**src/rtl/glk_pkg.sv**
```systemverilog
package glk_pkg;

    localparam int FRAC_BITS_DEF = 16;
    localparam int ANG_FRAC      = 24;
    localparam int TRIG_FRAC     = 30;
    localparam int CORDIC_STEPS  = 28;
    localparam int RNG_SHIFT     = 4;

    localparam int IW = 27;
    localparam int ZW = 34;
    localparam int XW = 33;
    localparam int LW = 32;
    localparam int VW = 34;
    localparam int SW = 58;
    localparam int RB = 29;

    localparam logic signed [XW-1:0] CORDIC_GAIN   = 33'sd652032874;
    localparam logic signed [LW-1:0] ORBIT_RAD_FX  = 32'sd172703744;
    localparam logic signed [LW-1:0] PLANET_RAD_FX = 32'sd26124849;
    localparam logic [23:0]          RANGE_MAX     = 24'd12800000;

    localparam logic signed [ZW-1:0] HALF_ANG    = ZW'(64'd180 << ANG_FRAC);
    localparam logic signed [ZW-1:0] QUARTER_ANG = ZW'(64'd90 << ANG_FRAC);

    localparam logic CFG_LAT = 1'b0;
    localparam logic CFG_LON = 1'b1;

    localparam logic [30:0] ATAN_TAB [CORDIC_STEPS] = '{
        31'd754974720, 31'd445687602, 31'd235489088, 31'd119537938, 31'd60000934,
        31'd30029717, 31'd15018523, 31'd7509720, 31'd3754917, 31'd1877466,
        31'd938734, 31'd469367, 31'd234684, 31'd117342, 31'd58671, 31'd29335,
        31'd14668, 31'd7334, 31'd3667, 31'd1833, 31'd917, 31'd458, 31'd229,
        31'd115, 31'd57, 31'd29, 31'd14, 31'd7
    };

    typedef struct packed {
        logic signed [XW-1:0] x;
        logic signed [XW-1:0] y;
        logic signed [ZW-1:0] z;
        logic                 flip;
    } rot_state_t;

    typedef struct packed {
        logic signed [VW-1:0] x;
        logic signed [VW-1:0] y;
        logic signed [ZW-1:0] z;
        logic signed [ZW-1:0] base;
        logic                 bypass;
    } vec_state_t;

    typedef struct packed {
        logic [SW-1:0] n;
        logic [SW-1:0] r;
    } sqrt_state_t;

    typedef struct packed {
        logic signed [LW-1:0] clat;
        logic signed [LW-1:0] slat;
        logic signed [LW-1:0] clon;
        logic signed [LW-1:0] slon;
    } trig_t;

    function automatic logic signed [LW-1:0] fx_mul(input logic signed [LW-1:0] a,
                                                    input logic signed [LW-1:0] b);
        logic signed [2*LW-1:0] p;
        p = a * b;
        return LW'(p >>> TRIG_FRAC);
    endfunction

endpackage

```
**src/rtl/glk_rot_cell.sv**
```systemverilog
module glk_rot_cell #(
    parameter int IDX = 0
) (
    input  logic                aclk,
    input  logic                en,
    input  glk_pkg::rot_state_t d,
    output glk_pkg::rot_state_t q
);

    glk_pkg::rot_state_t state_reg, state_next;
    logic signed [glk_pkg::XW-1:0] tx, ty;
    logic signed [glk_pkg::ZW-1:0] step;

    always_comb begin
        tx         = d.y >>> IDX;
        ty         = d.x >>> IDX;
        step       = glk_pkg::ZW'(glk_pkg::ATAN_TAB[IDX]);
        state_next = d;
        if (d.z >= 0) begin
            state_next.x = d.x - tx;
            state_next.y = d.y + ty;
            state_next.z = d.z - step;
        end else begin
            state_next.x = d.x + tx;
            state_next.y = d.y - ty;
            state_next.z = d.z + step;
        end
    end

    always_ff @(posedge aclk) begin
        if (en) begin
            state_reg <= state_next;
        end
    end

    assign q = state_reg;

endmodule

```
**config.mk**
```make
export PLATFORM = sky130hd
export DESIGN_NAME = glk_rot_cell
export DESIGN_NICKNAME = d
export VERILOG_FILES = /design/src/rtl/glk_pkg.sv /design/src/rtl/glk_rot_cell.sv
export SDC_FILE = /design/constraint.sdc
export NUM_CORES = 1
export LEC_CHECK = 0
export BUFFER_PORTS_ARGS = -buffer_cell sky130_fd_sc_hd__buf_4
export CORE_UTILIZATION = 56
export DETAILED_ROUTE_END_ITERATION = 8
export PLACE_DENSITY = 0.94
export SKIP_CTS_REPAIR_TIMING = 1
export SLEW_MARGIN = 20
export SYNTH_ARGS = -nofsm -noshare
export SYNTH_HDL_FRONTEND = slang
export SYNTH_SLANG_ARGS = --single-unit
```
**constraint.sdc**
```tcl
create_clock -name aclk -period 4.8 [get_ports aclk]
set_input_delay 0.96 -clock aclk [delete_from_list [all_inputs] [get_ports aclk]]
set_output_delay 0.96 -clock aclk [all_outputs]
set_load 0.02 [all_outputs]
```
==> results by stage <==
Job:
- The tool flagged a number of max-cap violations equal to 0.

Timing:
- The clock period could shrink to 4.22 ns.
- The relative slew slack is 39.3%.
- The count of endpoints failing hold in the final timing report is 0.
- The final sum of negative setup slack is 0 ns.
- The max-slew violation count came to 0.
- At the pin with the least slew margin, the transition time is 0.911 ns.
- The top achievable clock speed is 237 MHz.
- The share of the clock period used by the worst path is 87.9%.
- Setup violations remaining at the end of the flow were counted as 0.
- Setup repair after global routing left no endpoint under its margin.

Floorplan:
- The starting density of the core is 57.1%.
- The number of cell rows is 46.
- In this run the horizontal extent of the chip is 129 µm.
- The number of I/O pins is 204.
- In this run the vertical extent of the chip is 129 µm.
- The floorplan step defined a die boundary enclosing 16600 µm².
- The standard cell core area is 15800 µm².

GRT:
- Entering global routing, the biggest net connects 70 pins.
- The wire length of the first global-routing pass is 43100 µm.
- The number of global-route vias before repair is 8089.
- The met3 global-route usage is 5.99%.
- The total global-route track usage is 33.9%.
- The total congestion overflow is 0.
- For this run, global-route usage on met1 was measured as 46.7%.
- The met2 track demand over resource is 53.6%.
- The initial antenna violation count is 1.
- The layer with the highest usage after global routing is met2.

Worst setup path:
- The critical path goes through buf_4, inv_1, ha_1, nor4b_1, nand4_1, nor3_1, nand2b_2, ha_1, a21o_1, a21oi_1, o21bai_1, a21oi_1, o21bai_1, a21o_1, a21oi_1, o21bai_1, xnor2_1.
- The critical path required time is 4.88 ns.
- The critical setup path kind is in -> reg.
- The critical path runs through a total of 17 cells.
- STA classifies the critical path startpoint as a primary input.
- The cell with the largest stage delay on the worst path is nand2b_2.
- The family with the most delay on the worst path is compound AO/OA/AOI/OAI gates.
- Along the worst path, the maximum fanout reaches 19.
- STA classifies the critical path endpoint as a register.
- The count of buffering cells on the critical path with inverters included is 2.
- STA puts the critical path data arrival time at 4.30 ns.
- The largest single stage delay on the critical path is 0.43 ns.

Power and ir drop:
- Net switching is 36.7% of the power.
- The leakage power of the design is 4.93 nW.
- For this design the ratio of total power to cell area is 295 nW/µm².
- Power comes to 3.27 mW.
- The sequential group share of total power is 36.1%.
- Internal power comes to 2.07 mW.
- The combinational power share is 40.8%.
- The clock share of power is 23.1%.
- VDD sags by at most 0.183 mV.
- In this run the power spent charging and discharging nets is 1.20 mW.

Logic synthesis:
- After technology mapping, the gate count stands at 1024.
- For this run, the number of Yosys warnings is 0.
- The netlist uses 65 different library cells.
- The fraction of synthesized cell area taken by the top area cell type is 33.3%.
- Dividing the synthesized area by the synthesized cell count gives 8.80 µm².
- Synthesis inferred 100 register bits.
- The cell area after technology mapping is 9010 µm².
- Summed over all instances, the cell type with the most area after synthesis is edfxtp_1.
- The share of the yosys chip area belonging to registers is 33.3%.
- The fraction of registers with async set/reset is 0%.
- The net count of the mapped netlist is 1236.
- Yosys attributes the largest share of cell area to edfxtp_1, ha_1, a21oi_1, xnor2_1, inv_1.
- The leading register cell type out of synthesis is edfxtp_1.
- Yosys mapped a number of flops with a built-in enable equal to 100.

Place:
- The HPWL after detailed placement is 22800 µm.
- The routability congestion estimate from global placement is 1.00.
- The count of input and output buffers is 203.
- The number of placed instances, taps included, is 1415.

CTS:
- CTS saw 100 sinks.
- The total number of H-tree levels is 3.
- Clock-pin slew was measured on the worst setup and hold paths at 0.07 ns.
- The maximum buffer depth of the clock tree is 2.
- CTS placed an instance of clkbuf_16 at the clock tree root.
- The number of buffers inserted during clock tree synthesis is 9.
- The CTS tree is built.

Route:
- In the final routed layout, each cell accounts on average for 19.9 µm.
- Summing over every cut layer, the via total after detailed routing is 8767.
- In the routed design, unresolved DRC markers number 0.
- The number of DRC markers after the initial detailed-route iteration is 887.
- The residual antenna-violating net count after detailed routing is 0.
- The vias per cell is 6.13.
- The total length of routed wires is 28400 µm.
- The first detailed-routing pass took 6 iterations.

Final layout:
- The area overhead of the layout relative to synthesis is 22.7%.
- The final instance count without filler cells is 1431.
- The register with the most flip-flops in the layout has 100 of them.
- The share of final-layout standard cells stronger than drive strength 1 is 20.2%.
- The diode insertion count for antenna repair is 0.
- The number of nets in the layout is 1422.

Min path:
- The path category of the worst min-delay check is in -> reg.
- The worst min-delay path startpoint is d[0].
- The number of cells on the worst hold path is 1.
- The worst hold path terminates at q[0].

Run status:
- The run finished with clean final reports.
[placed cells by master, fill, tap and decap left out, drive strengths merged, types with 3 or more instances in the layout]
master and n:
nand4 9, a21oi 128, nand3 19, clkinv 7, o311a 3, nand2 56, fa 4, a221oi 7
buf 218, clkbuf 9, o2111ai 4, edfxtp 100, xor2 10, o31ai 11, and2 3, o21ai 71
o21a 7, a21o 20, a31oi 10, xnor2 62, nor3 15, o21bai 30, nand2b 9, o31a 3
nor4 14, mux2i 16, ha 105, o22ai 4, or3 7, a2111oi 7, nor2b 14, a211oi 10
nor2 74, inv 111, o211ai 7
[synthesized netlist by cell type, drive strengths merged (4+ instances only)]
cell and number:
a21oi 128, inv 109, ha 105, edfxtp 100, nor2 74, o21ai 71, xnor2 62, nand2 56
clkbuf 31, o21bai 30, a21o 20, nand3 19, mux2i 16, nor3 15, nor2b 14, nor4 14
buf 12, o31ai 11, a211oi 10, a31oi 10, xor2 10, nand2b 9, nand4 9, a2111oi 7
a221oi 7, o211ai 7, o21a 7, or3 7, fa 4, o2111ai 4, o22ai 4
[how the worst max path moves through the flow]
stage,start,end,slack [ns]
3_3_place_gp,d[34],q[34],0.48
5_1_grt,d[34],q[34],0.26
3_5_place_dp,d[34],q[34],0.30
4_1_cts,d[34],q[34],0.58
6_report,d[34],q[34],0.58
2_1_floorplan,d[34],q[34],0.60
[area by class of cell]
cell class / instances / area, µm²
well taps: 216 / 270
multi-input cells: 769 / 5420
flip-flops and latches: 100 / 3000
fillers: 1296 / 4710
inverters: 112 / 420
clock inverters: 7 / 82.6
clock buffers: 9 / 225
repair buffers: 218 / 1640
[through the flow]
step	hold slack, ns	setup WS, ns	util (%)	area (µm²)
global placement	1.14	0.480	68.2	10800
global route	0.789	0.262	70.1	11100
detailed placement	1.14	0.297	68.2	10800
CTS	0.785	0.576	70.1	11100
finish	0.792	0.581	70.1	11100
floorplan	1.06	0.605	-	9010
[power groups by stage]
stage	registers, mW	logic [mW]	clock network [mW]
6_report	1.18	1.33	0.754
5_1_grt	1.19	1.42	0.787
2_1_floorplan	1.35	0.615	0
3_5_place_dp	1.20	1.30	0
4_1_cts	1.18	1.31	0.763
3_3_place_gp	1.20	1.28	0
[per-layer routing]
layer  wire (µm)  part of all wire [%]
met5           0                     0
met4         899                   3.2
met3        3270                    11
met2       12700                    45
met1       11600                    41
[kinds of logic (layout without fill, tap and decap cells)]
family	after synthesis	count (layout)	share of synthesized area (%)
mux	16	16	1.78
buf+inv	155	346	6.53
fa+ha+maj	109	109	15.5
xor+xnor	72	72	7.00
simple gates	229	229	12.0
compound gates	343	343	23.9
flops	100	100	33.3
Note: power is estimated with default switching activity, not from simulation.
