===== src/rtl/glk_pkg.sv =====
package glk_pkg;

    localparam int FRAC_BITS_DEF = 16;
    localparam int ANG_FRAC      = 24;
    localparam int TRIG_FRAC     = 30;
    localparam int CORDIC_STEPS  = 28;
    localparam int RNG_SHIFT     = 4;

    localparam int IW = 27;
    localparam int ZW = 34;
    localparam int XW = 33;
    localparam int LW = 32;
    localparam int VW = 34;
    localparam int SW = 58;
    localparam int RB = 29;

    localparam logic signed [XW-1:0] CORDIC_GAIN   = 33'sd652032874;
    localparam logic signed [LW-1:0] ORBIT_RAD_FX  = 32'sd172703744;
    localparam logic signed [LW-1:0] PLANET_RAD_FX = 32'sd26124849;
    localparam logic [23:0]          RANGE_MAX     = 24'd12800000;

    localparam logic signed [ZW-1:0] HALF_ANG    = ZW'(64'd180 << ANG_FRAC);
    localparam logic signed [ZW-1:0] QUARTER_ANG = ZW'(64'd90 << ANG_FRAC);

    localparam logic CFG_LAT = 1'b0;
    localparam logic CFG_LON = 1'b1;

    localparam logic [30:0] ATAN_TAB [CORDIC_STEPS] = '{
        31'd754974720, 31'd445687602, 31'd235489088, 31'd119537938, 31'd60000934,
        31'd30029717, 31'd15018523, 31'd7509720, 31'd3754917, 31'd1877466,
        31'd938734, 31'd469367, 31'd234684, 31'd117342, 31'd58671, 31'd29335,
        31'd14668, 31'd7334, 31'd3667, 31'd1833, 31'd917, 31'd458, 31'd229,
        31'd115, 31'd57, 31'd29, 31'd14, 31'd7
    };

    typedef struct packed {
        logic signed [XW-1:0] x;
        logic signed [XW-1:0] y;
        logic signed [ZW-1:0] z;
        logic                 flip;
    } rot_state_t;

    typedef struct packed {
        logic signed [VW-1:0] x;
        logic signed [VW-1:0] y;
        logic signed [ZW-1:0] z;
        logic signed [ZW-1:0] base;
        logic                 bypass;
    } vec_state_t;

    typedef struct packed {
        logic [SW-1:0] n;
        logic [SW-1:0] r;
    } sqrt_state_t;

    typedef struct packed {
        logic signed [LW-1:0] clat;
        logic signed [LW-1:0] slat;
        logic signed [LW-1:0] clon;
        logic signed [LW-1:0] slon;
    } trig_t;

    function automatic logic signed [LW-1:0] fx_mul(input logic signed [LW-1:0] a,
                                                    input logic signed [LW-1:0] b);
        logic signed [2*LW-1:0] p;
        p = a * b;
        return LW'(p >>> TRIG_FRAC);
    endfunction

endpackage


===== src/rtl/glk_reduce.sv =====
module glk_reduce #(
    parameter int FRAC_BITS = glk_pkg::FRAC_BITS_DEF
) (
    input  logic                              aclk,
    input  logic                              en,
    input  logic signed [glk_pkg::IW-1:0]     v,
    output logic signed [glk_pkg::ZW-1:0]     z,
    output logic                              flip
);

    localparam int     QW   = 11;
    localparam int     RW   = 35;
    localparam int     WW   = RW + 1;
    localparam int     RSH  = 40;
    localparam int     SHI  = glk_pkg::ANG_FRAC - FRAC_BITS;
    localparam longint TURN = 64'd360 << FRAC_BITS;
    localparam longint HALF = 64'd180 << FRAC_BITS;
    localparam longint RCP  = (64'sd1 <<< RSH) / TURN;

    logic [glk_pkg::IW-1:0]          mag_reg;
    logic [QW-1:0]                   q_reg;
    logic                            neg1_reg, neg2_reg;
    logic [RW-1:0]                   rem_reg, fm_reg;
    logic signed [glk_pkg::ZW-1:0]   zi_reg, z_reg;
    logic                            flip_reg;

    logic [glk_pkg::IW-1:0]          mag_next;
    logic [63:0]                     prod;
    logic [RW-1:0]                   rc, fm_next;
    logic signed [WW-1:0]            w;
    logic signed [glk_pkg::ZW-1:0]   z_next;
    logic                            flip_next;

    always_comb begin
        mag_next = (v < 0) ? glk_pkg::IW'(-v) : glk_pkg::IW'(v);
        prod     = 64'(mag_next) * 64'(RCP);
        rc       = (rem_reg >= RW'(TURN)) ? rem_reg - RW'(TURN) : rem_reg;
        if (neg2_reg) begin
            fm_next = (rc == '0) ? '0 : RW'(TURN) - rc;
        end else begin
            fm_next = rc;
        end
        w = $signed({1'b0, fm_reg});
        if (fm_reg > RW'(HALF)) begin
            w = w - WW'(TURN);
        end
        z_next    = zi_reg;
        flip_next = 1'b0;
        if (zi_reg > glk_pkg::QUARTER_ANG) begin
            z_next    = zi_reg - glk_pkg::HALF_ANG;
            flip_next = 1'b1;
        end else if (zi_reg < -glk_pkg::QUARTER_ANG) begin
            z_next    = zi_reg + glk_pkg::HALF_ANG;
            flip_next = 1'b1;
        end
    end

    always_ff @(posedge aclk) begin
        if (en) begin
            mag_reg  <= mag_next;
            q_reg    <= QW'(prod >> RSH);
            neg1_reg <= (v < 0);
            rem_reg  <= RW'(mag_reg) - RW'(q_reg) * RW'(TURN);
            neg2_reg <= neg1_reg;
            fm_reg   <= fm_next;
            zi_reg   <= glk_pkg::ZW'(w) <<< SHI;
            z_reg    <= z_next;
            flip_reg <= flip_next;
        end
    end

    assign z    = z_reg;
    assign flip = flip_reg;

endmodule


===== config.mk =====
export PLATFORM = sky130hd
export DESIGN_NAME = glk_reduce
export DESIGN_NICKNAME = d
export VERILOG_FILES = /design/src/rtl/glk_pkg.sv /design/src/rtl/glk_reduce.sv
export SDC_FILE = /design/constraint.sdc
export NUM_CORES = 1
export LEC_CHECK = 0
export ABC_CLOCK_PERIOD_IN_PS = 10950
export BUFFER_PORTS_ARGS = -buffer_cell sky130_fd_sc_hd__buf_4
export CAP_MARGIN = 40
export CORE_MARGIN = 4
export CORE_UTILIZATION = 35
export DETAILED_ROUTE_END_ITERATION = 10
export PLACE_DENSITY = 0.58
export REMOVE_ABC_BUFFERS = 1
export SLEW_MARGIN = 15
export SYNTH_ARGS = -nofsm -noshare
export SYNTH_HDL_FRONTEND = slang
export SYNTH_SLANG_ARGS = --single-unit

===== constraint.sdc =====
create_clock -name aclk -period 10.95 [get_ports aclk]
set_input_delay 2.19 -clock aclk [delete_from_list [all_inputs] [get_ports aclk]]
set_output_delay 2.19 -clock aclk [all_outputs]
set_load 0.01 [all_outputs]

==> reports/summary.txt <==
Tot GR Track Use -> 0.133
Clock Latency Late Sink -> 0.42 ns
initial drt markers -> 442
Peak VDD IR -> 0.193 mV
via count -> 8718
hpwl dp -> 23500 um
Slew Viols, Final -> 0
FMAX -> 0.102 GHz
Worst Clk Skew -> 0.00762 ns
Die ar. -> 42900 um2
EDFF count, synth -> 149
leak pwr -> 6.89 nW
Max clock buf depth -> 2
CTS Sinks -> 149
RSZ-0062 raised after global routing -> false
Hold WC Path Type -> reg -> reg
Die H -> 207 um
R2R Setup Slk -> 6.97 ns
Worst Path Max Fanout -> 7
most common cell after layout, fill and taps aside -> inv_1
dpl ws -> 0.716 ns
crit path time final -> 9.77 ns
Least-Margin Pin Slew -> 0.887 ns
max FFs per register -> 35
top_reg_cell synth -> edfxtp_1
GP Congestion -> 0.914
first-pass GRT wire length -> 46800 um
drt wl/cell -> 15.2 um
Num CTS Buffers -> 17
CTS tree -> yes
pwr dens -> 311 nW/um2
TNS Setup -> 0 ns
DRC errors left -> 0
Post-CTS Resized -> 0
largest net degree at the start of global routing -> 85
Ports -> 64
TritonRoute pass-1 iters -> 5
register area share after synthesis -> 0.322
Worst setup SP type -> input port
Worst Setup SP -> v[6]
CP arrival -> 10.00 ns
CORE AREA -> 38900 um2
GRT overflow -> 0
most frequent cells in the layout -> inv_1 (249), ha_1 (185), edfxtp_1 (149), fa_1 (140), buf_4 (65)
Hold Startpoint -> mag_reg[4]$_DFFE_PP_
number of global-route vias before repair -> 9094
H-tree depth -> 4
setup ws final -> 1.18 ns
CP required -> 11.18 ns
Final ANT Viol Nets -> 0
fillers -> 3775
drt via density -> 4.77
post-layout util -> 0.397
Rel. slew slack -> 0.404
Post-synth ARST share -> 0
mapped cell area -> 13900 um2
total power -> 0.00481 W
Max Cap Viol -> 0
Synth cell types -> 74
Root Driver -> clkbuf_16
status -> finished clean
final worst-path cycle share -> 0.893
Setup-failing EPs final -> 0
Crit. End Element -> register
Final nets -> 1651
row count -> 72
initial antenna violation count -> 1
Syn Area/Cell -> 11.2 um2
I/O Buffers -> 55
YS warnings -> 0
fraction of layout instances using a drive strength above 1 -> 0.0985
final hold violation count -> 0
slowest CP cell -> or4_1
dpl cell area -> 14900 um2
WS Path Type -> in -> reg
Clk pin slew, worst setup/hold paths -> 0.07 ns
DIE WIDTH -> 207 um
#FFs+latches synth -> 149
cell count after synthesis -> 1235
design area -> 15500 um2
Area Growth Syn to Fin -> 11.3%
Setup Fix Bufs, Post-CTS -> 0
Post-CTS Hold Buffers -> 0
detailed-route wire length -> 27800 um
Initial Util -> 0.357
Crit path largest cell delay -> 0.69 ns
reg-to-reg startpoint -> rem_reg[1]$_DFFE_PP_
==> stage by stage <==
step / cells / hold WS, ns
after floorplan: 1210 / 0.400
after global placement: 1793 / 0.403
after detailed placement: 1795 / 0.405
after CTS: 1827 / 0.419
after global routing: 1829 / 0.421
final: 1829 / 0.419
==> per-layer routing <==
| metal | vias to the layer above | track usage | routed length [um] |
|---|---|---|---|
| li1 | 4303 | - | - |
| met1 | 4253 | 0.177 | 12500 |
| met2 | 137 | 0.233 | 14000 |
| met3 | 25 | 0.0200 | 949 |
| met4 | 0 | 0.0292 | 384 |
| met5 | - | 0 | 0 |
==> critical path, delay by kind of cell <==
kind                     cells  cell delay, ns
AND/OR/NAND/NOR              5            2.03
AO/OA/AOI/OAI                6            1.43
XOR/XNOR                     1            0.52
adder cells (fa/ha/maj)      7            3.30
buffers and inverters        6            0.53
==> path summary, 6_finish.rpt <==
path                           to  cells past startpoint
min reg2reg  rem_reg[4]$_DFFE_PP_                      0
min          rem_reg[4]$_DFFE_PP_                      0
max            q_reg[1]$_DFFE_PP_                     25
max reg2reg   fm_reg[5]$_DFFE_PP_                      9
==> synth_stat cells (all sizes together) (13+ instances only) <==
| library cell | instances | area (um2) |
|---|---|---|
| inv | 251 | 942 |
| ha | 185 | 2310 |
| edfxtp | 149 | 4470 |
| fa | 140 | 2800 |
| xnor2 | 60 | 533 |
| nand2 | 51 | 191 |
| o21ai | 49 | 245 |
| nor2 | 37 | 139 |
| a21oi | 34 | 170 |
| xor2 | 27 | 236 |
| buf | 19 | 138 |
| nor3 | 18 | 90.1 |
| a21o | 17 | 128 |
| nand3 | 15 | 75.1 |
| nor4 | 14 | 103 |
| o31ai | 13 | 111 |
==> area by class of cell <==
type | count | area, um2 | share of cell area
multi-input cells | 810 | 8290 | 0.536
flip-flops and latches | 149 | 4470 | 0.289
inverters | 251 | 942 | 0.0609
well taps | 518 | 648 | 0.0419
repair buffers | 68 | 519 | 0.0336
clock buffers | 17 | 425 | 0.0275
clock inverters | 15 | 156 | 0.0101
diodes | 1 | 2.50 | 0.000162
==> report_power, final <==
group | internal, W | leakage [nW] | switching, W
clock | 0.000305 | 0.284 | 0.000257
combinational | 0.00149 | 5.14 | 0.00184
sequential | 0.000819 | 1.46 | 0.000100
total | 0.00261 | 6.89 | 0.00220
==> logic make-up (layout without fill, tap and decap cells) <==
family | Yosys count | in the layout | share of synthesized area
buffers and inverters | 283 | 351 | 0.0825
XOR/XNOR | 87 | 87 | 0.0554
adder cells (fa/ha/maj) | 325 | 325 | 0.369
AND/OR/NAND/NOR | 204 | 204 | 0.0798
flip-flops | 149 | 149 | 0.322
AO/OA/AOI/OAI | 182 | 182 | 0.0883
multiplexers | 4 | 4 | 0.00288
other | 1 | 9 | 0.000270
Note: power is estimated with default switching activity, not from simulation.
