File: src/rtl/glk_pkg.sv
package glk_pkg;

    localparam int FRAC_BITS_DEF = 16;
    localparam int ANG_FRAC      = 24;
    localparam int TRIG_FRAC     = 30;
    localparam int CORDIC_STEPS  = 28;
    localparam int RNG_SHIFT     = 4;

    localparam int IW = 27;
    localparam int ZW = 34;
    localparam int XW = 33;
    localparam int LW = 32;
    localparam int VW = 34;
    localparam int SW = 58;
    localparam int RB = 29;

    localparam logic signed [XW-1:0] CORDIC_GAIN   = 33'sd652032874;
    localparam logic signed [LW-1:0] ORBIT_RAD_FX  = 32'sd172703744;
    localparam logic signed [LW-1:0] PLANET_RAD_FX = 32'sd26124849;
    localparam logic [23:0]          RANGE_MAX     = 24'd12800000;

    localparam logic signed [ZW-1:0] HALF_ANG    = ZW'(64'd180 << ANG_FRAC);
    localparam logic signed [ZW-1:0] QUARTER_ANG = ZW'(64'd90 << ANG_FRAC);

    localparam logic CFG_LAT = 1'b0;
    localparam logic CFG_LON = 1'b1;

    localparam logic [30:0] ATAN_TAB [CORDIC_STEPS] = '{
        31'd754974720, 31'd445687602, 31'd235489088, 31'd119537938, 31'd60000934,
        31'd30029717, 31'd15018523, 31'd7509720, 31'd3754917, 31'd1877466,
        31'd938734, 31'd469367, 31'd234684, 31'd117342, 31'd58671, 31'd29335,
        31'd14668, 31'd7334, 31'd3667, 31'd1833, 31'd917, 31'd458, 31'd229,
        31'd115, 31'd57, 31'd29, 31'd14, 31'd7
    };

    typedef struct packed {
        logic signed [XW-1:0] x;
        logic signed [XW-1:0] y;
        logic signed [ZW-1:0] z;
        logic                 flip;
    } rot_state_t;

    typedef struct packed {
        logic signed [VW-1:0] x;
        logic signed [VW-1:0] y;
        logic signed [ZW-1:0] z;
        logic signed [ZW-1:0] base;
        logic                 bypass;
    } vec_state_t;

    typedef struct packed {
        logic [SW-1:0] n;
        logic [SW-1:0] r;
    } sqrt_state_t;

    typedef struct packed {
        logic signed [LW-1:0] clat;
        logic signed [LW-1:0] slat;
        logic signed [LW-1:0] clon;
        logic signed [LW-1:0] slon;
    } trig_t;

    function automatic logic signed [LW-1:0] fx_mul(input logic signed [LW-1:0] a,
                                                    input logic signed [LW-1:0] b);
        logic signed [2*LW-1:0] p;
        p = a * b;
        return LW'(p >>> TRIG_FRAC);
    endfunction

endpackage

File: src/rtl/glk_sqrt_cell.sv
module glk_sqrt_cell #(
    parameter int IDX = 0
) (
    input  logic                 aclk,
    input  logic                 en,
    input  glk_pkg::sqrt_state_t d,
    output glk_pkg::sqrt_state_t q
);

    localparam logic [glk_pkg::SW-1:0] BIT = glk_pkg::SW'(1) << (2 * (glk_pkg::RB - 1 - IDX));

    glk_pkg::sqrt_state_t state_reg, state_next;
    logic [glk_pkg::SW-1:0] trial;

    always_comb begin
        trial        = d.r + BIT;
        state_next.n = d.n;
        state_next.r = d.r >> 1;
        if (d.n >= trial) begin
            state_next.n = d.n - trial;
            state_next.r = (d.r >> 1) + BIT;
        end
    end

    always_ff @(posedge aclk) begin
        if (en) begin
            state_reg <= state_next;
        end
    end

    assign q = state_reg;

endmodule

File: config.mk
export PLATFORM = sky130hd
export DESIGN_NAME = glk_sqrt_cell
export DESIGN_NICKNAME = d
export VERILOG_FILES = /design/src/rtl/glk_pkg.sv /design/src/rtl/glk_sqrt_cell.sv
export SDC_FILE = /design/constraint.sdc
export NUM_CORES = 1
export LEC_CHECK = 0
export ABC_AREA = 1
export CELL_PAD_IN_SITES_DETAIL_PLACEMENT = 1
export CELL_PAD_IN_SITES_GLOBAL_PLACEMENT = 1
export CORE_MARGIN = 4
export CORE_UTILIZATION = 41
export CTS_CLUSTER_DIAMETER = 200
export DETAILED_ROUTE_END_ITERATION = 16
export DONT_BUFFER_PORTS = 1
export GPL_ROUTABILITY_DRIVEN = 0
export PLACE_DENSITY_LB_ADDON = 0.05
export SYNTH_ARGS = -nofsm -noshare
export SYNTH_HDL_FRONTEND = slang
export SYNTH_SLANG_ARGS = --single-unit
File: constraint.sdc
create_clock -name aclk -period 2.5 [get_ports aclk]
set_clock_uncertainty 0.2 [all_clocks]
set_input_delay 0.25 -clock aclk [delete_from_list [all_inputs] [get_ports aclk]]
set_output_delay 0.25 -clock aclk [all_outputs]
set_load 0.02 [all_outputs]
==> reports/results.md <==
| Metric | Value | Unit |
| --- | --- | --- |
| Result of the run | finished, violations left | - |
| Violated checks | hold timing | - |
| Top-Level Pins | 234 | - |
| Post-synthesis cell count | 1524 | - |
| GR Overflow Total | 0 | - |
| Crit path setup slack, layout | 0.109 | ns |
| Final Instance Count excl. Fillers | 2171 | - |
| Worst Setup Slack post-DPL | -0.352 | ns |
| Leakage power | 7.47 | nW |
| Top_reg_cell synth | sky130_fd_sc_hd__edfxtp_1 | - |
| Slew at the pin closest to its max-slew limit | 0.464 | ns |
| Clock tree from TritonCTS | done | - |
| CTS Root Cell | sky130_fd_sc_hd__clkbuf_16 | - |
| Hold slack final | -0.274 | ns |
| Share of final-layout standard cells stronger than drive strength 1 | 14.1 | % |
| Routed wire length | 41.1 | mm |
| Hold path startpoint | en | - |
| Required time at the worst-slack endpoint | 2.45 | ns |
| Most common cell after layout, fill and taps aside | sky130_fd_sc_hd__nand2_1 | - |
| Total CTS buffers | 17 | - |
| Peak supply drop | 0.000344 | V |
| Crit path launch type | primary input | - |
| Sinks on the clock net | 116 | - |
| Area Growth Syn to Fin | 35.9 | % |
| Remaining routing DRC violations | 0 | - |
| Die Y | 164 | um |
| CTS clock-pin slew for the worst setup and hold paths | 0.07 | ns |
| Vias in the first global route | 11704 | - |
| Power density cells | 566 | nW/um^2 |
| Maximum fanout encountered on the critical timing path | 25 | - |
| Die area | 26800 | sq um |
| Number of failing hold endpoints at the final stage | 116 | - |
| Most frequent cells in the layout | 596 x sky130_fd_sc_hd__nand2_1, 374 x sky130_fd_sc_hd__inv_1, 193 x sky130_fd_sc_hd__buf_4 | - |
| Register area share after synthesis | 35.0 | % |
| Max Fclk | 418 | MHz |
| Clock H-tree levels | 4 | - |
| Number of endpoints failing setup at the final stage | 0 | - |
| Flip-flop count of the largest register after layout | 116 | - |
| Number of enable flip-flop cells after synthesis | 116 | - |
| Number of cells on the worst hold path | 0 | - |
| Largest buffer count on any clock path | 2 | - |
| WP data arrival | 2.34 | ns |
| Hold buffers post-CTS | 115 | - |
| Final cell utilization of the core | 57.1 | % |
| Count of buffers inserted at the top-level ports | 0 | - |
| Global-route wire length before repair | 63.5 | mm |
| RSZ-0062 raised after global routing | no | - |
| All-layer global routing usage | 30.8 | % |
| Destination of the worst hold path | q[53] | - |
| Remaining antenna violation count after routing | 0 | - |
| Combined area of the multi-input logic cells | 4930 | sq um |
| Core Region | 23700 | sq um |
| Type of the worst setup path | primary input to flip-flop | - |
| Count of max-cap constraint violations | 0 | - |
| Post-synthesis net count | 1701 | - |
| Crit path time final | 2.39 | ns |
| Worst hold path type | primary input to flip-flop | - |
| CP endpoint kind | flip-flop | - |
| Flops & latches, synth | 116 | - |
| Initial Util | 42.0 | % |
| Number of diodes | 0 | - |
| Maximum number of pins on one net before global-route repair | 117 | - |
| Fraction of registers with async set/reset | 0 | % |
| Number of distinct standard cells referenced by the synthesized netlist | 31 | - |
| Drt first-iter violations | 725 | - |
| Final worst path period share | 95.7 | % |
| Cell count after placement | 2024 | - |
| Detailed-router iteration count before antenna repair | 5 | - |
| Sequential Area | 3480 | sq um |
| DPL Wire Length | 30.5 | mm |
| Total placed instance area | 11800 | sq um |
| Warnings, synthesis | 0 | - |
| Horiz. Die Dim | 164 | um |
| Total non-filler cell area in the finished layout | 13500 | sq um |
| Final routed wire length divided by cell count | 18.9 | um |
| Mapped cell area | 9950 | sq um |
| Total via count after detailed routing | 10858 | - |
| Post-synthesis area per instance | 6.53 | sq um |
| Slew Limit Fails | 0 | - |
| Fill cells | 3180 | - |
| Relative max-transition margin | 68.8 | % |
| Antenna violations before repair | 0 | - |
| Via density per instance | 5.00 | - |
| Rows | 56 | - |
| Count of nets after finishing | 2016 | - |
-- synthesized netlist by cell type (2+ instances only) --
master,n,share of area [%]
sky130_fd_sc_hd__inv_1,374,14
sky130_fd_sc_hd__nor2_4,3,0.34
sky130_fd_sc_hd__o21bai_1,2,0.15
sky130_fd_sc_hd__nand2_1,596,22
sky130_fd_sc_hd__nand3_2,10,1.0
sky130_fd_sc_hd__xor2_1,27,2.4
sky130_fd_sc_hd__nand4_1,41,2.6
sky130_fd_sc_hd__o21ai_0,32,1.6
sky130_fd_sc_hd__nor3_1,16,0.80
sky130_fd_sc_hd__clkbuf_1,3,0.11
sky130_fd_sc_hd__and3_1,2,0.13
sky130_fd_sc_hd__nor2_1,92,3.5
sky130_fd_sc_hd__nand3b_1,7,0.53
sky130_fd_sc_hd__and2_1,2,0.13
sky130_fd_sc_hd__nand3_1,63,3.2
sky130_fd_sc_hd__inv_2,6,0.23
sky130_fd_sc_hd__edfxtp_1,116,35
sky130_fd_sc_hd__nor2_2,5,0.31
sky130_fd_sc_hd__nand2_2,3,0.19
sky130_fd_sc_hd__nor4_1,2,0.13
sky130_fd_sc_hd__buf_2,13,0.65
sky130_fd_sc_hd__a21oi_1,41,2.1
sky130_fd_sc_hd__ha_1,58,7.3
sky130_fd_sc_hd__xnor2_1,3,0.26
-- metal layers --
layer | GRT usage, % | wire length (um)
met3 | 5.19 | 2900
met4 | 9.76 | 1030
met1 | 41.1 | 18000
met2 | 51.1 | 19100
met5 | 0 | 0
-- logic make-up (layout without fill, tap and decap cells) --
| family | Yosys count | in the layout | synth area share [%] |
|---|---|---|---|
| XOR/XNOR | 30 | 30 | 2.64 |
| AND/OR/NAND/NOR | 844 | 844 | 35.4 |
| flip-flops | 116 | 116 | 35.0 |
| buffers and inverters | 398 | 726 | 15.4 |
| adder cells (fa/ha/maj) | 59 | 59 | 7.49 |
| AO/OA/AOI/OAI | 77 | 77 | 3.98 |
-- area by class of cell --
cell class | count | share of cell area (%)
timing repair buffer | 314 | 20.1
tap | 319 | 2.95
multi-input combinational | 1010 | 36.5
clock buffer | 18 | 3.17
inverter | 380 | 10.5
sequential | 116 | 25.8
clock inverter | 14 | 0.962
-- critical path: stages --
cell and delay [ns]:
sky130_fd_sc_hd__inv_1 0.02, sky130_fd_sc_hd__ha_1 0.36, sky130_fd_sc_hd__nand2_1 0.13, sky130_fd_sc_hd__nor2_2 0.28, sky130_fd_sc_hd__nand2_1 0.12, sky130_fd_sc_hd__nor2_1 0.24, sky130_fd_sc_hd__and3_1 0.25, sky130_fd_sc_hd__nand2_2 0.08
sky130_fd_sc_hd__nand3_2 0.13, sky130_fd_sc_hd__buf_12 0.17, sky130_fd_sc_hd__buf_12 0.17, sky130_fd_sc_hd__o21ai_0 0.12
-- through the flow --
step                      TNS [ns]  power [mW]  hold WS (ns)
after global routing             0        8.03        -0.284
after global placement      -12.79        4.95         0.149
final                            0        7.66        -0.274
after CTS                        0        7.62        -0.271
after floorplan                  0        4.04         0.149
after detailed placement    -16.18        5.02         0.149
-- power breakdown --
group	switching, mW	total, mW	leakage (nW)	internal [mW]
sequential	0.389	2.85	1.13	2.46
clock	1.07	2.44	0.259	1.38
combinational	1.38	2.37	6.08	0.983
-- repair_timing --
item                                    4_1_cts  5_1_grt
endpoints found under the setup margin        0       26
endpoints found under the hold margin       232      116
gates resized for setup                       0        1
buffers inserted                              0        0
-- how the worst max path moves through the flow --
stage	cells after the start	slack, ns	from	to
floorplan	14	0.11	d[58]	q[99]
global placement	12	-0.27	d[33]	q[59]
detailed placement	12	-0.35	d[33]	q[83]
global route	12	0.02	d[33]	q[84]
finish	12	0.11	d[33]	q[84]
CTS	12	0.08	d[33]	q[83]
(Power assumes the default switching activity.)
