### src/rtl/glk_pkg.sv
package glk_pkg;

    localparam int FRAC_BITS_DEF = 16;
    localparam int ANG_FRAC      = 24;
    localparam int TRIG_FRAC     = 30;
    localparam int CORDIC_STEPS  = 28;
    localparam int RNG_SHIFT     = 4;

    localparam int IW = 27;
    localparam int ZW = 34;
    localparam int XW = 33;
    localparam int LW = 32;
    localparam int VW = 34;
    localparam int SW = 58;
    localparam int RB = 29;

    localparam logic signed [XW-1:0] CORDIC_GAIN   = 33'sd652032874;
    localparam logic signed [LW-1:0] ORBIT_RAD_FX  = 32'sd172703744;
    localparam logic signed [LW-1:0] PLANET_RAD_FX = 32'sd26124849;
    localparam logic [23:0]          RANGE_MAX     = 24'd12800000;

    localparam logic signed [ZW-1:0] HALF_ANG    = ZW'(64'd180 << ANG_FRAC);
    localparam logic signed [ZW-1:0] QUARTER_ANG = ZW'(64'd90 << ANG_FRAC);

    localparam logic CFG_LAT = 1'b0;
    localparam logic CFG_LON = 1'b1;

    localparam logic [30:0] ATAN_TAB [CORDIC_STEPS] = '{
        31'd754974720, 31'd445687602, 31'd235489088, 31'd119537938, 31'd60000934,
        31'd30029717, 31'd15018523, 31'd7509720, 31'd3754917, 31'd1877466,
        31'd938734, 31'd469367, 31'd234684, 31'd117342, 31'd58671, 31'd29335,
        31'd14668, 31'd7334, 31'd3667, 31'd1833, 31'd917, 31'd458, 31'd229,
        31'd115, 31'd57, 31'd29, 31'd14, 31'd7
    };

    typedef struct packed {
        logic signed [XW-1:0] x;
        logic signed [XW-1:0] y;
        logic signed [ZW-1:0] z;
        logic                 flip;
    } rot_state_t;

    typedef struct packed {
        logic signed [VW-1:0] x;
        logic signed [VW-1:0] y;
        logic signed [ZW-1:0] z;
        logic signed [ZW-1:0] base;
        logic                 bypass;
    } vec_state_t;

    typedef struct packed {
        logic [SW-1:0] n;
        logic [SW-1:0] r;
    } sqrt_state_t;

    typedef struct packed {
        logic signed [LW-1:0] clat;
        logic signed [LW-1:0] slat;
        logic signed [LW-1:0] clon;
        logic signed [LW-1:0] slon;
    } trig_t;

    function automatic logic signed [LW-1:0] fx_mul(input logic signed [LW-1:0] a,
                                                    input logic signed [LW-1:0] b);
        logic signed [2*LW-1:0] p;
        p = a * b;
        return LW'(p >>> TRIG_FRAC);
    endfunction

endpackage

### src/rtl/glk_vec_cell.sv
module glk_vec_cell #(
    parameter int IDX = 0
) (
    input  logic                aclk,
    input  logic                en,
    input  glk_pkg::vec_state_t d,
    output glk_pkg::vec_state_t q
);

    glk_pkg::vec_state_t state_reg, state_next;
    logic signed [glk_pkg::VW-1:0] tx, ty;
    logic signed [glk_pkg::ZW-1:0] step;

    always_comb begin
        tx         = d.y >>> IDX;
        ty         = d.x >>> IDX;
        step       = glk_pkg::ZW'(glk_pkg::ATAN_TAB[IDX]);
        state_next = d;
        if (d.y > 0) begin
            state_next.x = d.x + tx;
            state_next.y = d.y - ty;
            state_next.z = d.z + step;
        end else begin
            state_next.x = d.x - tx;
            state_next.y = d.y + ty;
            state_next.z = d.z - step;
        end
    end

    always_ff @(posedge aclk) begin
        if (en) begin
            state_reg <= state_next;
        end
    end

    assign q = state_reg;

endmodule

### config.mk
export PLATFORM = sky130hd
export DESIGN_NAME = glk_vec_cell
export DESIGN_NICKNAME = d
export VERILOG_FILES = /design/src/rtl/glk_pkg.sv /design/src/rtl/glk_vec_cell.sv
export SDC_FILE = /design/constraint.sdc
export NUM_CORES = 1
export LEC_CHECK = 0
export BUFFER_PORTS_ARGS = -buffer_cell sky130_fd_sc_hd__buf_4
export CAP_MARGIN = 5
export CORE_ASPECT_RATIO = 0.5
export CORE_MARGIN = 2
export CORE_UTILIZATION = 35
export CTS_CLUSTER_SIZE = 16
export DETAILED_ROUTE_END_ITERATION = 6
export GPL_ROUTABILITY_DRIVEN = 0
export GPL_TIMING_DRIVEN = 1
export MAX_ROUTING_LAYER = met4
export PLACE_DENSITY = 0.67
export RECOVER_POWER = 50
export SKIP_LAST_GASP = 1
export SYNTH_ARGS = -nofsm -noshare
export SYNTH_HDL_FRONTEND = slang
export SYNTH_SLANG_ARGS = --single-unit
### constraint.sdc
create_clock -name aclk -period 11.9 [get_ports aclk]
set_input_delay 3.57 -clock aclk [delete_from_list [all_inputs] [get_ports aclk]]
set_output_delay 3.57 -clock aclk [all_outputs]
set_load 0.05 [all_outputs]
==> key figures, run 1 <==
Detailed routing
  – Vias per std cell: 5.465
  – Via count: 9443
  – Starting DRC count in detailed routing: 958
  – Routed WL: 33030 um
  – Drt pass-1 iters: 5
  – WL/cell: 19.11 um
  – DRT antenna net count: 0
  – # DRC: 0

Global routing
  – Global Route Usage Sum: 0.2156
  – Vias in the first global route: 8940
  – Pin count of the biggest net entering global routing: 77
  – Residual overflow from global routing: 0
  – Initial antenna violation count: 2
  – First-pass GRT wire length: 49980 um

Clock network
  – CTS buffer count: 17
  – Post-CTS sizing: 0
  – Post-CTS Hold Buffers: 0
  – Htree depth: 4
  – CTS sink cnt: 136
  – Clock-pin slew on the worst setup and hold paths: ~70 ps
  – Postcts setup bufs: 0
  – Longest Clk Path Bufs: 2
  – CTS tree: built
  – Root buf cell: clkbuf_16

Worst setup path
  – CP delay by family, top: compound AO/OA/AOI/OAI gates
  – Number of buffers and inverters on the critical path: 2
  – WP data arrival: between 7000 and 8000 ps
  – Cell mode on critical path: a21oi_1
  – Crit path cell chain: buf_4 -> nor4_1 -> nand4_1 -> nor2_1 -> a21o_2 -> buf_4 -> ha_1 -> a21o_1 -> a21oi_1 -> o21bai_1 -> a21oi_1 -> o21bai_1 -> a21oi_1 -> o21ai_0 -> xnor2_1
  – CP required: 12090 ps
  – CP Depth: 15
  – CP Launch Type: primary input
  – Slowest cell on crit path: nor4_1
  – Worst Path Class, Setup: in2reg
  – Crit path largest cell delay: 640 ps
  – CP endpoint kind: register
  – Crit path max fanout: 43

Finish
  – Layout cells sized above 1: 0.1858
  – Net count, final: 1572
  – Area Growth Syn to Fin: 25.28%
  – Max FFs per register: 136

STA
  – Fin Setup TNS: 0 ps
  – Worst-Margin Slew: 3587 ps
  – Hold Vio Cnt, Final: 0
  – Final Max Slew Viols: 62
  – Period utilization: 0.6108
  – Fin crit period: 7269 ps
  – RSZ-0062 raised after global routing: false
  – Rel. slew slack: -1.391
  – Maximum clock frequency: 137.6 MHz
  – Final setup viols: 0
  – Min setup slack post-route: roughly 4600 ps
  – Hold slack: ~3300 ps

Floorplanning
  – Core area: 28960 sq um
  – Die Y: 125.2 um
  – Die ar.: 30850 sq um
  – IO Pins: ~280
  – Starting Density: 0.3551
  – # rows: 44
  – Die width: around 250 um

Logic synthesis
  – Yosys cell types: 76
  – Synth Warn #: 0
  – Seq cells post-synth: 136
  – Cells after Synth: 1071
  – Post-synth EDFFs: 136
  – Post-synth top flop: edfxtp_1
  – Average cell area after synthesis: ~9.6 sq um
  – Top cells by area, synth: edfxtp_1 40%, ha_1 13%, a21oi_1 5.9%
  – Synth top area share: 0.3971
  – Sequential fraction of the synthesis area: 0.3971
  – Mapped Nets: 1321
  – Count leader, synth: edfxtp_1
  – Leading area contributor after synthesis: edfxtp_1
  – Post-synth top cells: 136 x edfxtp_1, 121 x a21oi_1, 107 x ha_1, 103 x nor2_1, 101 x inv_1
  – Ys async rst share: 0
  – Mapped cell area: 10280 sq um

Placed design
  – Hpwl dp: 25680 um
  – Dpl ws: just over 4000 ps
  – PortBufs: 275

Job
  – Max Cap Violations: 1

Min path
  – Hold Crit Class: in2reg
  – Hold Path End: q[17]
  – Worst Hold Path Cells: 1
  – Min-delay src: d[17]

Status
  – Status: complete, but fails checks
  – Failing checks: max-capacitance violations, max-slew violations

Power and ir drop
  – Maximum VDD drop: around 100 uV
  – Leakage Power: 5.378 nW
  – PD cells: 144.3 nW/um^2
stage by stage:
step	std cells	power (mW)	util	cell area [sq um]
global placement	1694	1.340	0.4357	12620
detailed placement	1694	1.346	0.4357	12620
global route	1728	1.931	0.4449	12880
floorplan	1071	1.115	-	10280
finish	1728	1.858	0.4449	12880
CTS	1726	1.897	0.4560	13210
layer usage:
| metal | share of wire | global-route usage | up-vias |
|---|---|---|---|
| met4 | 0.029 | 0.07690 | 0 |
| met1 | 0.41 | 0.2657 | 4516 |
| met2 | 0.48 | 0.3470 | 470 |
| met3 | 0.085 | 0.04938 | 81 |
| li1 | - | - | 4376 |
| met5 | 0 | - | - |
how the worst max path moves through the flow:
stage          start  endpoint  slack, ps
3_5_place_dp   d[88]     q[68]       4150
4_1_cts        d[88]     q[68]       4620
6_report       d[79]     q[68]       4630
5_1_grt        d[88]     q[68]       4400
2_1_floorplan  d[76]     q[68]       5260
3_3_place_gp   d[88]     q[68]       4210
layout make-up:
class                   count  area, sq um
fillers                  2836        16070
clock inverters            14        160.2
flip-flops and latches    136         4084
diodes                      2        5.005
multi-input cells         781         5547
inverters                 108        405.4
clock buffers              18        429.2
repair buffers            278         1764
well taps                 391        489.2
layout by cell type, fill, tap and decap left out, types with 5 or more instances in the layout:
cell type	n
buf_4	133
mux2i_1	7
edfxtp_1	136
o21ai_1	5
nand2_1	49
xor2_1	9
o31ai_1	12
inv_6	7
a21oi_1	121
clkbuf_16	17
o21ai_0	51
a21o_1	20
nor3_1	27
nand2b_1	9
ha_1	107
inv_1	101
nand4_1	13
nor2b_1	10
a211oi_1	8
o21bai_1	30
a221oi_1	6
nand3_1	14
o31a_1	5
a31oi_1	10
xnor2_1	63
clkbuf_1	87
o211ai_1	8
nor2_1	103
o21a_1	10
a2111oi_0	5
clkbuf_4	59
nor4_1	12
cell families after synthesis:
family | count (synthesis) | share of synthesized area
fa+ha+maj | 111 | 0.1380
buf+inv | 154 | 0.06363
mux | 8 | 0.007909
flops | 136 | 0.3971
xor+xnor | 72 | 0.06132
compound gates | 334 | 0.2152
simple gates | 256 | 0.1168
where the power goes:
group	leakage (nW)	switching [mW]	total, mW	internal (mW)
clock network	0.281	0.233	0.547	0.314
registers	1.33	0.0198	0.629	0.609
logic	3.77	0.486	0.683	0.197
No activity file was read; power rests on OpenSTA's default activity.
==> run 2: changes to the inputs <==
--- a/config.mk
+++ b/config.mk
@@ -5,6 +5,7 @@
 export SDC_FILE = /design/constraint.sdc
 export NUM_CORES = 1
 export LEC_CHECK = 0
+export ABC_AREA = 1
 export BUFFER_PORTS_ARGS = -buffer_cell sky130_fd_sc_hd__buf_4
 export CAP_MARGIN = 5
 export CORE_ASPECT_RATIO = 0.5
@@ -15,7 +16,7 @@
 export GPL_ROUTABILITY_DRIVEN = 0
 export GPL_TIMING_DRIVEN = 1
 export MAX_ROUTING_LAYER = met4
-export PLACE_DENSITY = 0.67
+export PLACE_DENSITY = 0.66
 export RECOVER_POWER = 50
 export SKIP_LAST_GASP = 1
 export SYNTH_ARGS = -nofsm -noshare
==> constraint.sdc (replaced) <==
create_clock -name aclk -period 7.36 [get_ports aclk]
set_input_delay 2.208 -clock aclk [delete_from_list [all_inputs] [get_ports aclk]]
set_output_delay 2.208 -clock aclk [all_outputs]
set_load 0.05 [all_outputs]
==> run 2 against run 1 <==
Global-route usage grew 3.1 points. Die area is 16% higher. Routed wire length increased by 32%. Via count grew 30%. Setup slack lost 2300 ps. Cell area grew 14%. Cell count increased by 38%. Non-clock buffer count did not move. Synthesized area up 17%. Count of clock-buffer cells in the layout shrank 1. The flow now finishes without violations. Largest cell class unchanged.
==> key figures, run 2 <==
STA
  – Final Max Slew Viols: 0
  – Fin crit period: 5010 ps
  – Period utilization: 0.6808
  – RSZ-0062 raised after global routing: false
  – Hold Vio Cnt, Final: 0
  – Worst-Margin Slew: slightly above 900 ps
  – Final setup viols: 0
  – Min setup slack post-route: 2350 ps
  – Rel. slew slack: 0.3812
  – Maximum clock frequency: 199.6 MHz
  – Fin Setup TNS: 0 ps

Power and ir drop
  – Power Total: 3.106 mW
  – Leakage Power: between 7 and 8 nW
  – PD cells: around 210 nW/um^2
  – Maximum VDD drop: 120.0 uV

Global routing
  – Residual overflow from global routing: 0
  – Initial antenna violation count: 0
  – Vias in the first global route: 11380
  – Global Route Usage Sum: 0.2464
  – First-pass GRT wire length: 64900 um
  – Pin count of the biggest net entering global routing: 98

Detailed routing
  – WL/cell: 18.35 um
  – DRT antenna net count: 0
  – Vias per std cell: 5.177
  – Via count: approximately 12000
  – Starting DRC count in detailed routing: between 1000 and 1500
  – # DRC: 0
  – Drt pass-1 iters: 6
  – Routed WL: 43670 um

Logic synthesis
  – Seq cells post-synth: 136
  – Post-synth EDFFs: 136
  – Synth Warn #: 0
  – Sequential fraction of the synthesis area: 0.3406
  – Count leader, synth: nand2_1
  – Top cells by area, synth: edfxtp_1 34%, nand2_1 14%, ha_1 11%
  – Post-synth top cells: 459 x nand2_1, 249 x inv_1, 157 x nand3_1, 149 x nor2_1, 136 x edfxtp_1
  – Post-synth top flop: edfxtp_1
  – Yosys cell types: 37
  – Cells after Synth: 1674
  – Ys async rst share: 0
  – Mapped cell area: 11990 sq um
  – Leading area contributor after synthesis: edfxtp_1
  – Synth top area share: 0.3406
  – Average cell area after synthesis: 7.162 sq um
  – Mapped Nets: 1924

Clock network
  – Htree depth: 4
  – Longest Clk Path Bufs: 2
  – Root buf cell: clkbuf_16
  – Post-CTS Hold Buffers: 0
  – Post-CTS sizing: 0
  – Clock-pin slew on the worst setup and hold paths: about 80 ps
  – Postcts setup bufs: 0
  – CTS buffer count: 17
  – CTS tree: built
  – CTS sink cnt: 136

Worst setup path
  – Slowest cell on crit path: ha_1
  – Crit path largest cell delay: 450 ps
  – CP endpoint kind: register
  – CP Launch Type: primary input
  – Crit path max fanout: 67
  – CP required: 7560 ps
  – Worst Path Class, Setup: in2reg
  – Crit path cell chain: buf_4 -> inv_1 -> nand3_1 -> nor3_1 -> nand4_1 -> nand2_2 -> inv_2 -> buf_4 -> ha_1 -> nand2_1 -> nor2_1 -> nand3_1 -> nand4_1 -> nand3b_1 -> nand2_1
  – WP data arrival: 5210 ps

Floorplanning
  – Die width: 265.7 um
  – Die Y: 134.9 um
  – Die ar.: 35840 sq um
  – IO Pins: 276
  – Starting Density: 0.3589
  – # rows: 47
  – Core area: 33400 sq um

Finish
  – Net count, final: between 2000 and 2500
  – Layout cells sized above 1: 0.1506
  – Area Growth Syn to Fin: 22.97%
  – Commonest non-fill, non-tap cell in the layout: nand2_1
  – Most frequent cells in the layout: 459 x nand2_1, 249 x inv_1, 169 x buf_4, 157 x nand3_1, 149 x nor2_1
  – Layout Utilization: 0.4414
  – Max FFs per register: 136
  – ANT cells: 0

Placed design
  – Dpl ws: approximately 1900 ps
  – Hpwl dp: 35970 um
  – PortBufs: 275

Job
  – Max Cap Violations: 0

Status
  – Status: finished clean

Min path
  – Hold Crit Class: in2reg
[run 2: layer usage]
metal,vias to the layer above,GRT usage,share of wire
met5,-,-,0
met4,0,0.06835,0.021
met3,55,0.07385,0.12
met2,627,0.3596,0.42
met1,5673,0.3307,0.44
li1,5967,-,-
[run 2: per-stage QoR]
step / instances / area (sq um) / hold slack (ps)
floorplan: 1674 / 11990 / 2307
detailed placement: 2348 / 14330 / 2387
global route: 2380 / 14740 / 1932
CTS: 2380 / 14930 / 1914
global placement: 2348 / 14330 / 2386
finish: 2380 / 14740 / 1952
[run 2: final cells by class]
class                           count  area (sq um)
Clock inverter                     15         175.2
Fill cell                        3490         18660
Clock buffer                       17         425.4
Sequential cell                   136          4084
Timing Repair Buffer              278          1907
Inverter                          254         953.4
Multi-Input combinational cell   1239          6646
Tap cell                          441         551.8
[run 2: worst max-delay path, delay by kind of cell]
| kind | cells | cell delay (ps) |
|---|---|---|
| buffers and inverters | 4 | 770 |
| adder cells (fa/ha/maj) | 1 | 450 |
| AND/OR/NAND/NOR | 10 | 1780 |
[run 2: final timing paths]
check,from,endpoint,slack [ps],cells after the start
max,d[70],q[68],2350,15
min,d[51],q[51],1950,1
[run 2: report_power, final]
group	leakage [nW]	internal (mW)	switching, mW
logic	5.59	0.332	0.893
clock network	0.291	0.459	0.422
registers	1.33	0.968	0.0320
total	7.21	1.76	1.35
[run 2: cells by family (layout without fill, tap and decap cells)]
family / count (synthesis) / after routing / share of synthesized area
AOI/OAI and AO/OA: 248 / 248 / 0.1113
and+or+nand+nor: 838 / 838 / 0.2941
xor gates and xnor gates: 42 / 42 / 0.03068
DFF: 136 / 136 / 0.3406
buffers and inverters: 299 / 564 / 0.1050
adders and majority gates: 111 / 111 / 0.1183
==> run 3: changes to the inputs <==
--- a/config.mk
+++ b/config.mk
@@ -16,7 +16,7 @@
 export GPL_ROUTABILITY_DRIVEN = 0
 export GPL_TIMING_DRIVEN = 1
 export MAX_ROUTING_LAYER = met4
-export PLACE_DENSITY = 0.66
+export PLACE_DENSITY = 0.68
 export RECOVER_POWER = 50
 export SKIP_LAST_GASP = 1
 export SYNTH_ARGS = -nofsm -noshare
==> constraint.sdc (replaced) <==
create_clock -name aclk -period 4.4 [get_ports aclk]
set_input_delay 1.32 -clock aclk [delete_from_list [all_inputs] [get_ports aclk]]
set_output_delay 1.32 -clock aclk [all_outputs]
set_load 0.05 [all_outputs]
==> run 3 against run 2 <==
Critical endpoint is now q[0]. Setup slack lost 1800 ps. Combinational power grew 71%. Via count grew 1.6%. Clock power grew 66%. Cell area grew 1.2%. The flow now finishes with violations (max-capacitance violations, max-slew violations). Critical path depth shrank 13. First-iteration DRC count grew 16%.
==> key figures, run 3 (synthesized netlist as in run 2, its figures left out) <==
Clock network
  – Postcts setup bufs: 0
  – CTS tree: built
  – CTS buffer count: 17
  – Clock-pin slew on the worst setup and hold paths: 70 ps
  – Post-CTS Hold Buffers: 0
  – Longest Clk Path Bufs: 2
  – CTS sink cnt: 136
  – Htree depth: 4
  – Post-CTS sizing: 0
  – Root buf cell: clkbuf_16

Global routing
  – Residual overflow from global routing: 0
  – Global Route Usage Sum: 0.2488
  – Vias in the first global route: 11680
  – Initial antenna violation count: 2
  – Pin count of the biggest net entering global routing: 67
  – First-pass GRT wire length: 65890 um

Worst setup path
  – CP Depth: 2
  – Crit path to: q[0]
  – CP Launch Type: primary input
  – CP delay by family, top: buffers and inverters
  – CP endpoint kind: register
  – WP data arrival: 3860 ps
  – Cell mode on critical path: clkbuf_2
  – CP Launch Point: en
  – Crit path largest cell delay: around 1300 ps
  – Crit path cell chain: clkbuf_2 -> clkbuf_2
  – Slowest cell on crit path: clkbuf_2
  – CP required: 4440 ps
  – Number of buffers and inverters on the critical path: 2
  – Crit path max fanout: 65
  – Worst Path Class, Setup: in2reg

Power and ir drop
  – Leakage Power: between 7 and 8 nW
  – Sw Ratio: 0.4228
  – Power Total: around 5.2 mW
  – Combinational power share: 0.402
  – PD cells: 350.8 nW/um^2
  – Clock power share: 0.279
  – NetSw: about 2.2 mW
  – Maximum VDD drop: 212.5 uV
  – Internal: 3.022 mW
  – Sequential fraction of design power: 0.320

Status
  – Failing checks: max-capacitance violations, max-slew violations
  – Status: complete, but fails checks

STA
  – Rel. slew slack: -0.2688
  – Fin Setup TNS: 0 ps
  – Maximum clock frequency: 261.8 MHz
  – Final setup viols: 0
  – Period utilization: 0.8681
  – Worst-Margin Slew: 1903 ps
  – Final Max Slew Viols: 66
  – Min setup slack post-route: 580.3 ps
  – Hold Vio Cnt, Final: 0
  – RSZ-0062 raised after global routing: false
  – Fin crit period: 3820 ps

Job
  – Max Cap Violations: 1

Floorplanning
  – IO Pins: ~280
  – Starting Density: 0.3589
  – Die width: around 270 um
  – Die ar.: ~36000 sq um
  – # rows: 47
  – Core area: 33400 sq um
  – Die Y: 134.9 um

Placed design
  – Dpl ws: 210.6 ps
  – PortBufs: 275
  – Area after DPL: 14400 sq um
  – Placed Cells: 2356
  – Hpwl dp: 36160 um

Detailed routing
  – Drt pass-1 iters: 6
  – # DRC: 0
  – Vias per std cell: 5.236
  – WL/cell: 18.41 um
  – DRT antenna net count: 0
  – Routed WL: roughly 44000 um
  – Starting DRC count in detailed routing: 1522
  – Via count: 12520

Finish
  – Non-Filler Instances: 2391
  – Layout cells sized above 1: 0.1731
  – Post-route design area: 14920 sq um
  – Max FFs per register: 136
  – Area Growth Syn to Fin: 24.47%
  – Commonest non-fill, non-tap cell in the layout: nand2_1
  – Most frequent cells in the layout: 459 x nand2_1, 249 x inv_1, 215 x buf_4, 157 x nand3_1, 149 x nor2_1
  – Net count, final: between 2000 and 2500

Min path
  – Hold Crit Class: in2reg
-- run 3: cell types whose count changed in the layout (fill, tap and decap cells not counted), sizes merged --
cell / before / now
buf: 170 / 215
clkbuf: 125 / 88
diode: 0 / 3
clkinv: 5 / 3
bufinv: 0 / 1
clkinvlp: 1 / 2
-- run 3: layer usage --
| layer | wire, um | vias up | track usage |
|---|---|---|---|
| li1 | - | 5995 | - |
| met1 | 18780 | 5802 | 0.3262 |
| met2 | 18930 | 652 | 0.3654 |
| met3 | 5244 | 71 | 0.08589 |
| met4 | 1073 | 0 | 0.06554 |
| met5 | 0 | - | - |
-- run 3: worst min path at each step --
stage / start / endpoint / slack [ps] / depth (start not counted)
floorplan: d[0] / q[0] / 1420 / 0
global placement: d[33] / q[33] / 1500 / 1
detailed placement: d[28] / q[28] / 1500 / 1
CTS: d[28] / q[28] / 1040 / 1
global route: d[47] / q[47] / 1050 / 1
finish: d[47] / q[47] / 1080 / 1
-- run 3: per-stage QoR --
stage / util / hold WS (ps)
after detailed placement: 0.4311 / 1499
after global placement: 0.4311 / 1498
final: 0.4468 / 1077
after CTS: 0.4485 / 1036
after global routing: 0.4467 / 1054
after floorplan: - / 1419
-- run 3: power by group through the flow --
stage	registers (mW)	logic [mW]	clock network [mW]
floorplan	2.22	0.831	0
global placement	1.70	2.05	0
detailed placement	1.70	2.06	0
CTS	1.68	2.07	1.49
global route	1.69	2.23	1.54
finish	1.67	2.10	1.46
-- run 3: cell type report --
type / instances / area [sq um]
timing repair buffer: 286 / 2097
fill: 3453 / 18480
tap: 441 / 551.8
clock inverter: 15 / 157.7
inverter: 254 / 953.4
clock buffer: 17 / 425.4
sequential: 136 / 4084
multi-input combinational: 1239 / 6646
antenna: 3 / 7.507
